==> src/design/bpbb_pkg.sv <==
// ----------------------------------------------------------------------------
// bpbb_pkg
// Types, constants and helpers shared by the polyline bulge bounding box block.
// ----------------------------------------------------------------------------
package bpbb_pkg;

  localparam int CW         = 32;   // coordinate width
  localparam int BW         = 16;   // bulge width
  localparam int DW         = 33;   // coordinate difference width
  localparam int RW         = 66;   // radicand width
  localparam int EW         = 56;   // doubled centre / extent width
  localparam int QW         = 51;   // quotient width
  localparam int FRAC_SHIFT = 13;
  localparam int CNTW       = 6;
  localparam int SQRT_STEPS = 33;
  localparam int DIV_STEPS  = 51;
  localparam logic [31:0] B2_ONE = 32'h0100_0000;

  typedef struct packed {
    logic signed [CW-1:0] vertex_x;
    logic signed [CW-1:0] vertex_y;
    logic signed [BW-1:0] bulge;
    logic                 last_vertex;
  } vertex_t;

  typedef struct packed {
    logic signed [CW-1:0] box_min_x;
    logic signed [CW-1:0] box_max_x;
    logic signed [CW-1:0] box_min_y;
    logic signed [CW-1:0] box_max_y;
  } box_t;

  typedef enum logic [11:0] {
    ST_IDLE   = 12'b0000_0000_0001,
    ST_POINT  = 12'b0000_0000_0010,
    ST_SEG    = 12'b0000_0000_0100,
    ST_MUL_LO = 12'b0000_0000_1000,
    ST_MUL_HI = 12'b0000_0001_0000,
    ST_STORE  = 12'b0000_0010_0000,
    ST_SQRT   = 12'b0000_0100_0000,
    ST_DIV    = 12'b0000_1000_0000,
    ST_QWB    = 12'b0001_0000_0000,
    ST_APPLY  = 12'b0010_0000_0000,
    ST_UPDATE = 12'b0100_0000_0000,
    ST_OUT    = 12'b1000_0000_0000
  } state_e;

  typedef enum logic [3:0] {
    OP_NONE,
    OP_LOAD,
    OP_POINT,
    OP_SEG,
    OP_MUL_LO,
    OP_MUL_HI,
    OP_STORE,
    OP_SQRT,
    OP_DIV,
    OP_QWB,
    OP_APPLY,
    OP_UPDATE,
    OP_OUT
  } op_e;

  typedef enum logic [3:0] {
    P_SX,
    P_SY,
    P_B2,
    P_THR,
    P_DYN,
    P_DXN,
    P_DYM,
    P_DXM,
    P_CN
  } prod_e;

  typedef struct packed {
    op_e   op;
    prod_e prod;
    logic  seg_close;
    logic  have_prior;
  } cmd_t;

  typedef struct packed {
    logic arc_ok;
    logic last_vertex;
  } status_t;

  function automatic logic signed [CW-1:0] sat32(logic signed [EW-1:0] v);
    logic signed [EW-1:0] hi;
    logic signed [EW-1:0] lo;
    hi = $signed({{(EW-CW+1){1'b0}}, {(CW-1){1'b1}}});
    lo = $signed({{(EW-CW+1){1'b1}}, {(CW-1){1'b0}}});
    if (v > hi) begin
      return hi[CW-1:0];
    end else if (v < lo) begin
      return lo[CW-1:0];
    end else begin
      return v[CW-1:0];
    end
  endfunction

endpackage

==> src/design/bpbb_ctrl.sv <==
// ----------------------------------------------------------------------------
// bpbb_ctrl
// Controller: handshakes, configuration register and the sequencer that walks
// the datapath through point merge, arc setup, products, root and quotients.
// ----------------------------------------------------------------------------
module bpbb_ctrl (
  input  logic              clk_i,
  input  logic              rst_ni,
  input  logic              in_valid_i,
  output logic              in_ready_o,
  output logic              out_valid_o,
  input  logic              out_ready_i,
  input  logic              cfg_we_i,
  input  logic              cfg_wdata_i,
  input  bpbb_pkg::status_t sts_i,
  output bpbb_pkg::cmd_t    cmd_o
);

  bpbb_pkg::state_e state_q, state_d;
  bpbb_pkg::prod_e  prod_q, prod_d;
  logic [bpbb_pkg::CNTW-1:0] cnt_q, cnt_d;
  logic close_q, close_d;
  logic have_prior_q, have_prior_d;
  logic closed_q;
  logic out_valid_q, out_valid_d;
  logic out_free;
  bpbb_pkg::state_e ret_state;

  assign in_ready_o  = (state_q == bpbb_pkg::ST_IDLE);
  assign out_valid_o = out_valid_q;
  assign out_free    = !out_valid_q || out_ready_i;
  assign ret_state   = close_q ? bpbb_pkg::ST_OUT : bpbb_pkg::ST_UPDATE;

  always_comb begin
    state_d      = state_q;
    prod_d       = prod_q;
    cnt_d        = cnt_q;
    close_d      = close_q;
    have_prior_d = have_prior_q;
    out_valid_d  = out_valid_q && !out_ready_i;
    cmd_o.op         = bpbb_pkg::OP_NONE;
    cmd_o.prod       = prod_q;
    cmd_o.seg_close  = close_q;
    cmd_o.have_prior = have_prior_q;

    case (state_q)
      bpbb_pkg::ST_IDLE: begin
        if (in_valid_i) begin
          cmd_o.op = bpbb_pkg::OP_LOAD;
          state_d  = bpbb_pkg::ST_POINT;
        end
      end
      bpbb_pkg::ST_POINT: begin
        cmd_o.op = bpbb_pkg::OP_POINT;
        close_d  = 1'b0;
        state_d  = have_prior_q ? bpbb_pkg::ST_SEG : bpbb_pkg::ST_UPDATE;
      end
      bpbb_pkg::ST_SEG: begin
        cmd_o.op = bpbb_pkg::OP_SEG;
        if (sts_i.arc_ok) begin
          prod_d  = bpbb_pkg::P_SX;
          state_d = bpbb_pkg::ST_MUL_LO;
        end else begin
          state_d = ret_state;
        end
      end
      bpbb_pkg::ST_MUL_LO: begin
        cmd_o.op = bpbb_pkg::OP_MUL_LO;
        state_d  = bpbb_pkg::ST_MUL_HI;
      end
      bpbb_pkg::ST_MUL_HI: begin
        cmd_o.op = bpbb_pkg::OP_MUL_HI;
        state_d  = bpbb_pkg::ST_STORE;
      end
      bpbb_pkg::ST_STORE: begin
        cmd_o.op = bpbb_pkg::OP_STORE;
        state_d  = bpbb_pkg::ST_MUL_LO;
        case (prod_q)
          bpbb_pkg::P_SX:  prod_d = bpbb_pkg::P_SY;
          bpbb_pkg::P_SY:  prod_d = bpbb_pkg::P_B2;
          bpbb_pkg::P_B2: begin
            cnt_d   = bpbb_pkg::CNTW'(bpbb_pkg::SQRT_STEPS - 1);
            state_d = bpbb_pkg::ST_SQRT;
          end
          bpbb_pkg::P_THR: prod_d = bpbb_pkg::P_DYN;
          bpbb_pkg::P_DYN: prod_d = bpbb_pkg::P_DXN;
          bpbb_pkg::P_DXN: prod_d = bpbb_pkg::P_DYM;
          bpbb_pkg::P_DYM, bpbb_pkg::P_DXM, bpbb_pkg::P_CN: begin
            cnt_d   = bpbb_pkg::CNTW'(bpbb_pkg::DIV_STEPS - 1);
            state_d = bpbb_pkg::ST_DIV;
          end
          default: state_d = ret_state;
        endcase
      end
      bpbb_pkg::ST_SQRT: begin
        cmd_o.op = bpbb_pkg::OP_SQRT;
        if (cnt_q == '0) begin
          prod_d  = bpbb_pkg::P_THR;
          state_d = bpbb_pkg::ST_MUL_LO;
        end else begin
          cnt_d = cnt_q - 1'b1;
        end
      end
      bpbb_pkg::ST_DIV: begin
        cmd_o.op = bpbb_pkg::OP_DIV;
        if (cnt_q == '0) begin
          state_d = bpbb_pkg::ST_QWB;
        end else begin
          cnt_d = cnt_q - 1'b1;
        end
      end
      bpbb_pkg::ST_QWB: begin
        cmd_o.op = bpbb_pkg::OP_QWB;
        case (prod_q)
          bpbb_pkg::P_DYM: begin
            prod_d  = bpbb_pkg::P_DXM;
            state_d = bpbb_pkg::ST_MUL_LO;
          end
          bpbb_pkg::P_DXM: begin
            prod_d  = bpbb_pkg::P_CN;
            state_d = bpbb_pkg::ST_MUL_LO;
          end
          default: state_d = bpbb_pkg::ST_APPLY;
        endcase
      end
      bpbb_pkg::ST_APPLY: begin
        cmd_o.op = bpbb_pkg::OP_APPLY;
        state_d  = ret_state;
      end
      bpbb_pkg::ST_UPDATE: begin
        cmd_o.op     = bpbb_pkg::OP_UPDATE;
        have_prior_d = 1'b1;
        if (!sts_i.last_vertex) begin
          state_d = bpbb_pkg::ST_IDLE;
        end else if (closed_q) begin
          close_d = 1'b1;
          state_d = bpbb_pkg::ST_SEG;
        end else begin
          state_d = bpbb_pkg::ST_OUT;
        end
      end
      bpbb_pkg::ST_OUT: begin
        if (out_free) begin
          cmd_o.op     = bpbb_pkg::OP_OUT;
          out_valid_d  = 1'b1;
          have_prior_d = 1'b0;
          state_d      = bpbb_pkg::ST_IDLE;
        end
      end
      default: state_d = bpbb_pkg::ST_IDLE;
    endcase
  end

  always_ff @(posedge clk_i or negedge rst_ni) begin
    if (!rst_ni) begin
      state_q      <= bpbb_pkg::ST_IDLE;
      prod_q       <= bpbb_pkg::P_SX;
      cnt_q        <= '0;
      close_q      <= 1'b0;
      have_prior_q <= 1'b0;
      closed_q     <= 1'b0;
      out_valid_q  <= 1'b0;
    end else begin
      state_q      <= state_d;
      prod_q       <= prod_d;
      cnt_q        <= cnt_d;
      close_q      <= close_d;
      have_prior_q <= have_prior_d;
      out_valid_q  <= out_valid_d;
      if (cfg_we_i) closed_q <= cfg_wdata_i;
    end
  end

endmodule

==> config.mk <==
export PLATFORM = sky130hd
export DESIGN_NAME = bpbb_ctrl
export DESIGN_NICKNAME = d
export VERILOG_FILES = /design/src/design/bpbb_pkg.sv /design/src/design/bpbb_ctrl.sv
export SDC_FILE = /design/constraint.sdc
export NUM_CORES = 1
export LEC_CHECK = 0
export ABC_AREA = 1
export BUFFER_PORTS_ARGS = -buffer_cell sky130_fd_sc_hd__buf_4
export CAP_MARGIN = 20
export CORE_ASPECT_RATIO = 1.5
export CORE_MARGIN = 5
export CORE_UTILIZATION = 56
export DETAILED_ROUTE_END_ITERATION = 8
export PLACE_DENSITY_LB_ADDON = 0.1
export SLEW_MARGIN = 40
export SYNTH_ARGS = -nofsm -noshare
export SYNTH_HDL_FRONTEND = slang
export SYNTH_SLANG_ARGS = --single-unit
export TNS_END_PERCENT = 1
==> constraint.sdc <==
create_clock -name clk_i -period 2.45 [get_ports clk_i]
set_clock_uncertainty 0.2 [all_clocks]
set_input_delay 0 -clock clk_i [delete_from_list [all_inputs] [get_ports clk_i]]
set_output_delay 0 -clock clk_i [all_outputs]
set_load 0.05 [all_outputs]
==> results of run 1 <==
==> final cells by class <==
| cell class | count | area [µm²] |
|---|---|---|
| fill | 288 | 1040 |
| sequential | 26 | 652 |
| clock buffer | 4 | 45.0 |
| timing repair buffer | 27 | 233 |
| inverter | 50 | 189 |
| tap | 40 | 50.0 |
| multi-input combinational | 177 | 923 |
==> metal layers <==
metal,global-route usage [%],vias to the layer above
met5,0,-
met4,11.9,0
met3,2.93,13
met2,36.7,34
met1,22.1,743
li1,-,851
==> logic make-up (layout without fill, tap and decap cells) <==
logic type / count (synthesis) / after routing / synth area share [%]
xor+xnor: 1 / 1 / 0.491
simple gates: 149 / 149 / 42.4
compound gates: 25 / 25 / 7.50
flops: 26 / 26 / 36.5
fa+ha+maj: 2 / 2 / 1.40
buf+inv: 53 / 81 / 11.7
==> worst register-to-register path, cell delays in order (launching register included) <==
cell and delay, ns:
dfstp_2 0.57, nor2_4 0.06, nand2_4 0.12, nor2_8 0.06
nand2_4 0.12, nand2_4 0.07, nand2_4 0.10, nand2_2 0.09
nor2_4 0.15, nand2_2 0.09, nor2_1 0.11
==> stage by stage <==
| stage | utilization, % | cell area (µm²) |
|---|---|---|
| 2_1_floorplan | - | 1780 |
| 3_3_place_gp | 62.6 | 1960 |
| 3_5_place_dp | 62.6 | 1960 |
| 4_1_cts | 66.9 | 2090 |
| 5_1_grt | 66.9 | 2090 |
| 6_report | 66.9 | 2090 |
==> how the worst max path moves through the flow <==
stage               slack (ns)                      to              startpoint  cells after the start
floorplan                 0.49                cmd_o[6]  state_q[5]$_DFFE_PN0P_                      7
detailed placement        0.63  state_q[8]$_DFFE_PN0P_  state_q[6]$_DFFE_PN0P_                      8
global route              0.29                cmd_o[6]  state_q[6]$_DFFE_PN0P_                      8
finish                    0.45                cmd_o[6]  state_q[6]$_DFFE_PN0P_                      8
global placement          0.63  state_q[8]$_DFFE_PN0P_  state_q[0]$_DFFE_PN1P_                     10
CTS                       0.45                cmd_o[7]  state_q[6]$_DFFE_PN0P_                      8
==> state kept, by name, indices dropped and copies added (netlist names) <==
register / cells
close_q: 1
out_valid_o: 1
prod_q: 4
closed_q: 1
have_prior_q: 1
cnt_q: 6
state_q: 12
==> report_power, final <==
group / leakage [nW] / internal (mW) / switching, mW
sequential: 0.350 / 0.484 / 0.0549
combinational: 0.860 / 0.248 / 0.548
clock: 0.0228 / 0.117 / 0.134
total: 1.23 / 0.849 / 0.737
==> layout by cell type (no fill, tap or decap), types with 2 or more instances in the layout <==
master / instances
dfrtp_1: 25
clkbuf_8: 3
nor2_1: 22
nor3_1: 10
a21oi_1: 7
nand2_4: 7
nand2_1: 63
inv_1: 48
nand4_1: 8
o21ai_0: 9
dlygate4sd3_1: 7
buf_4: 19
nand2_2: 6
nor2_4: 3
nand3_1: 19
nor2_2: 7
ha_1: 2
o21ai_1: 6
==> impl_metrics.py, run 1 <==
metrics = {
    "drt": {
        "vias": 1641,
        "drt-initial-drc-count": 53,
        "route.met3.wl_um": 137,
        "drt-met1-wl_um": 1550,
        "wl_met2_um": 2190,
        "dr.pass1.iters": 4,
        "vias_per_cell": 5.06,
        "routed_wl_um": 4050,
        "top_layer": "met4",
        "antenna_left": 0,
        "wl_per_cell_um": 12.5,
        "drc": 0,
    },
    "yosys": {
        "yosysMostFrequentCell": "nand2_1",
        "synth-seq-cells": 26,
        "yosysWarnings": 0,
        "synth_top_cell_by_area": "dfrtp_1",
        "synth_area_mm2": 0.00178,
        "syn_avg_cell_area_um2": 6.97,
        "synth.top_cells.by_area": "dfrtp_1 35%, nand2_1 13%, inv_1 10%, nand3_1 5.3%, nor2_1 4.6%",
        "synth-edff-count": 0,
        "yosysSeqAreaShare_pct": 36.5,
        "async_flop_share_pct": 100,
        "yosysTopAreaCellShare_pct": 35.1,
        "synth-main-ff-cell": "dfrtp_1",
        "synth_common_cells": "63 x nand2_1, 48 x inv_1, 25 x dfrtp_1",
        "synthesis.nets": 266,
        "synthCells": 256,
        "ys_types": 28,
    },
    "power_and_ir_drop": {
        "ir_drop_mv": 0.445,
        "finalPower_mw": 1.59,
        "p_leak_nw": 1.23,
        "cellPowerDensity_mw_per_mm2": 758,
    },
    "place": {
        "dp_hpwl_um": 3170,
        "placedCellCount": 312,
        "place_ws_ns": 0.630,
        "gp_congestion": 0.846,
        "place.port_buffers": 19,
    },
    "floorplanning": {
        "num_rows": 25,
        "dieHeight_um": 79.1,
        "dieArea_mm2": 0.00444,
        "io_pins": 20,
        "floorplan.initialDensity_pct": 57.0,
        "core_mm2": 0.00313,
        "die_w_um": 56.1,
    },
    "global_routing": {
        "first_global_vias": 1646,
        "antenna_found_initial": 0,
        "grtUsageTotal_pct": 20.3,
        "grt_overflow": 0,
        "grt_max_degree": 26,
        "grt_pass1_wl_um": 7120,
    },
    "critical_path": {
        "r2r_end": "state_q[8]$_DFFE_PN0P_",
        "endpoint_kind": "output port",
        "required_ns": 2.25,
        "path_cells": "nor2_1 -> nand2_2 -> nor2_2 -> nand2_1 -> inv_1 -> nand2_1 -> nand4_1 -> buf_4",
        "r2r_cells": 10,
        "cp_slowest_cell": "dfrtp_1",
        "cpMostUsedCell": "nand2_1",
        "cp_top_family": "simple AND/OR/NAND/NOR gates",
        "cpPeakStageDelay_ns": 0.40,
        "crit_type": "reg2out",
        "startpoint_type": "flip-flop",
        "critPathMaxFanout": 6,
        "path_buf_inv": 2,
        "rr_startpoint": "state_q[0]$_DFFE_PN1P_",
        "arrival_ns": 1.80,
        "rrSetupSlack_ns": 0.64,
    },
    "clock_network": {
        "clk_latency_ns": 0.27,
        "cts_root_buf": "clkbuf_8",
        "cts.clk_slew.worst_paths_ns": 0.09,
        "ctsHoldBuffers": 8,
        "numCtsBuffers": 3,
        "cts_tree": "done",
        "post_cts_buffers": 0,
        "clk_path_buf_depth": 2,
        "htree_levels": 1,
        "postCtsResizedCells": 0,
        "cts_sinks": 26,
    },
    "sta": {
        "max_clock_freq_mhz": 501,
        "drv_slew": 0,
        "finalSetupViolations": 0,
        "finalHoldViolCount": 0,
        "tns_ns": 0,
        "worst_slew_pin_slew_ns": 0.329,
        "period_share_pct": 81.4,
        "slew_headroom_pct": 77.9,
        "rsz0062_at_grt": "false",
        "holdWs_ns": 0.0215,
        "layout_min_cycle_time_ns": 2.00,
        "layout_setup_ws_ns": 0.455,
    },
    "layout": {
        "fin_nets": 295,
        "syn2layout_area_growth_pct": 17.3,
        "diodes": 0,
        "instances_no_fill": 324,
        "drive_gt1_share_pct": 19.0,
    },
    "run": {
        "maxCapViolations": 0,
    },
    "min_path": {
        "min_path_type": "in2async",
    },
    "run_status": {
        "outcome": "completed",
    },
}
(Power assumes the default switching activity.)
==> run 2: changes to the inputs <==
--- a/config.mk
+++ b/config.mk
@@ -5,7 +5,7 @@
 export SDC_FILE = /design/constraint.sdc
 export NUM_CORES = 1
 export LEC_CHECK = 0
-export ABC_AREA = 1
+export ABC_AREA = 0
 export BUFFER_PORTS_ARGS = -buffer_cell sky130_fd_sc_hd__buf_4
 export CAP_MARGIN = 20
 export CORE_ASPECT_RATIO = 1.5
==> constraint.sdc (replaced) <==
create_clock -name clk_i -period 2.05 [get_ports clk_i]
set_clock_uncertainty 0.2 [all_clocks]
set_input_delay 0 -clock clk_i [delete_from_list [all_inputs] [get_ports clk_i]]
set_output_delay 0 -clock clk_i [all_outputs]
set_load 0.05 [all_outputs]
==> impl_metrics.py, run 2 <==
metrics = {
    "layout": {
        "layout.area.seq_um2": 657,
        "drive_gt1_share_pct": 52.6,
        "diodes": 0,
        "largest_register_ffs": 12,
        "layout_common_cells": "67 x buf_4, 21 x dfrtp_1, 15 x nor2_1, 13 x buf_6",
        "multi_input_area_mm2": 0.00125,
        "top_register": "state_q",
        "post-route-util_pct": 95.4,
        "fin_nets": 281,
        "layout_commonest_cell": "buf_4",
        "fillers": 71,
        "top_regs": "state_q (12), cnt_q (6), prod_q (4)",
        "syn2layout_area_growth_pct": 62.4,
    },
    "sta": {
        "slew_headroom_pct": 62.8,
        "worst_slew_pin_slew_ns": 0.550,
        "tns_ns": -6.67,
        "drv_slew": 0,
        "finalHoldViolCount": 0,
        "layout_setup_ws_ns": -0.528,
        "period_share_pct": 126,
        "holdWs_ns": 0.0277,
        "max_clock_freq_mhz": 388,
        "finalSetupViolations": 24,
        "layout_min_cycle_time_ns": 2.58,
        "rsz0062_at_grt": "true",
    },
    "drt": {
        "routed_wl_um": 9120,
        "vias": 2281,
        "drc": 0,
        "drt-initial-drc-count": 279,
        "antenna_left": 0,
        "wl_per_cell_um": 29.5,
        "dr.pass1.iters": 6,
        "vias_per_cell": 7.38,
    },
    "critical_path": {
        "endpoint_kind": "flip-flop",
        "critPathMaxFanout": 5,
        "r2r_cells": 9,
        "r2r_end": "state_q[0]$_DFFE_PN1P_",
        "rrSetupSlack_ns": -0.53,
        "startpoint_type": "flip-flop",
        "rr_startpoint": "state_q[8]$_DFFE_PN0P_",
        "arrival_ns": 2.53,
        "required_ns": 2.01,
        "crit_type": "reg2reg",
    },
    "yosys": {
        "yosysSeqAreaShare_pct": 37.3,
        "synthesis.nets": 198,
        "syn_avg_cell_area_um2": 9.29,
        "synth_area_mm2": 0.00175,
        "synth-edff-count": 0,
        "yosysTopAreaCellShare_pct": 35.8,
        "synth_common_cells": "25 x dfrtp_1, 17 x nor2_1, 13 x nor3_1",
        "ys_types": 57,
        "synth_top_cell_by_area": "dfrtp_1",
        "yosysMostFrequentCell": "dfrtp_1",
        "synth-main-ff-cell": "dfrtp_1",
        "yosysWarnings": 0,
        "synth.top_cells.by_area": "dfrtp_1 36%, nor3_1 3.7%, nor2_1 3.7%, o21ai_0 3.2%, or4b_2 2.9%",
        "async_flop_share_pct": 100,
        "synth-seq-cells": 26,
        "synthCells": 188,
    },
    "run_status": {
        "outcome": "complete, but fails checks",
        "violations": "negative setup slack",
    },
    "floorplanning": {
        "io_pins": 20,
        "num_rows": 24,
        "dieArea_mm2": 0.00436,
        "floorplan.initialDensity_pct": 58.8,
        "die_w_um": 55.6,
        "core_mm2": 0.00297,
        "dieHeight_um": 78.4,
    },
    "global_routing": {
        "grtUsageTotal_pct": 31.3,
        "grt_max_degree": 26,
        "antenna_found_initial": 0,
        "grt_overflow": 0,
        "grt_pass1_wl_um": 10700,
        "first_global_vias": 2130,
    },
    "power_and_ir_drop": {
        "finalPower_mw": 2.56,
        "ir_drop_mv": 0.730,
        "p_leak_nw": 1.25,
        "cellPowerDensity_mw_per_mm2": 903,
    },
    "place": {
        "dp_hpwl_um": 4200,
        "place_ws_ns": -0.280,
        "gp_congestion": 0.930,
        "place.port_buffers": 19,
    },
    "clock_network": {
        "cts.clk_slew.worst_paths_ns": 0.10,
        "cts_sinks": 26,
        "clk_path_buf_depth": 2,
        "numCtsBuffers": 3,
        "htree_levels": 1,
        "cts_tree": "done",
        "cts_root_buf": "clkbuf_8",
        "clk_latency_ns": 0.27,
    },
    "min_path": {
        "min_path_type": "in2async",
    },
    "run": {
        "maxCapViolations": 0,
    },
}
==> run 2: changes by cell type after synthesis, sizes merged, moves of 6 or more <==
cell,delta
nand2,-67
inv,-41
nor2,-16
nand3,-12
nor3,+6
or4b,+6
==> run 2: metrics by stage <==
stage | instances | area (µm²)
floorplan | 188 | 1830
global placement | 285 | 2320
detailed placement | 285 | 2320
CTS | 302 | 2620
global route | 309 | 2840
finish | 309 | 2840
==> run 2: what timing repair did <==
item                       4_1_cts  5_1_grt
resized for setup               31       34
setup endpoints to repair       24       26
pin swaps                       10       21
hold endpoints to repair        34        0
hold buffers                     7        0
buffers inserted                 6        7
==> run 2: worst max path at each step <==
stage	end	startpoint	depth (start not counted)
final	state_q[0]$_DFFE_PN1P_	state_q[8]$_DFFE_PN0P_	9
after global routing	prod_q[0]$_DFFE_PN0P_	state_q[10]$_DFFE_PN0P_	8
after CTS	prod_q[2]$_DFFE_PN0P_	state_q[11]$_DFFE_PN0P_	5
after detailed placement	prod_q[2]$_DFFE_PN0P_	state_q[3]$_DFFE_PN0P_	5
after global placement	prod_q[1]$_DFFE_PN0P_	state_q[3]$_DFFE_PN0P_	5
after floorplan	cmd_o[6]	state_q[8]$_DFFE_PN0P_	6
==> run 2: cell type report <==
cell class	instances	share of cell area, %
inverters	8	1.06
well taps	39	1.72
clock inverters	1	1.06
multi-input cells	142	44.2
clock buffers	3	1.46
flip-flops and latches	26	23.2
repair buffers	90	27.3
==> run 2: logic make-up (layout without fill, tap and decap cells) <==
logic type                 count (synthesis)  in the layout  synth area share, %
AOI/OAI and AO/OA                         40             40                 16.5
xor gates and xnor gates                   8              8                 4.01
muxes                                      4              4                 3.22
adders and majority gates                  2              2                 1.43
and+or+nand+nor                           88             88                 31.7
DFF                                       26             26                 37.3
buffers and inverters                     20            102                 5.80
==> run 2: layer usage <==
layer | global-route usage [%] | part of all wire, %
met3 | 5.25 | 11
met4 | 18.7 | 11
met2 | 57.1 | 47
met1 | 33.2 | 31
met5 | 0 | 0
==> run 2: report_power, final <==
part / switching, mW / total, mW / internal, mW
Clock: 0.180 / 0.442 / 0.261
Sequential: 0.0686 / 0.640 / 0.571
Combinational: 0.842 / 1.48 / 0.639
==> run 2: worst max-delay path, cell delays in order (launching register included) <==
cell and delay, ns:
dfrtp_1 0.48, buf_6 0.18, nor4_4 0.31, buf_4 0.19, nand2_4 0.06, buf_6 0.15, nor3_1 0.24, buf_4 0.19
a21oi_1 0.08, a21oi_1 0.35
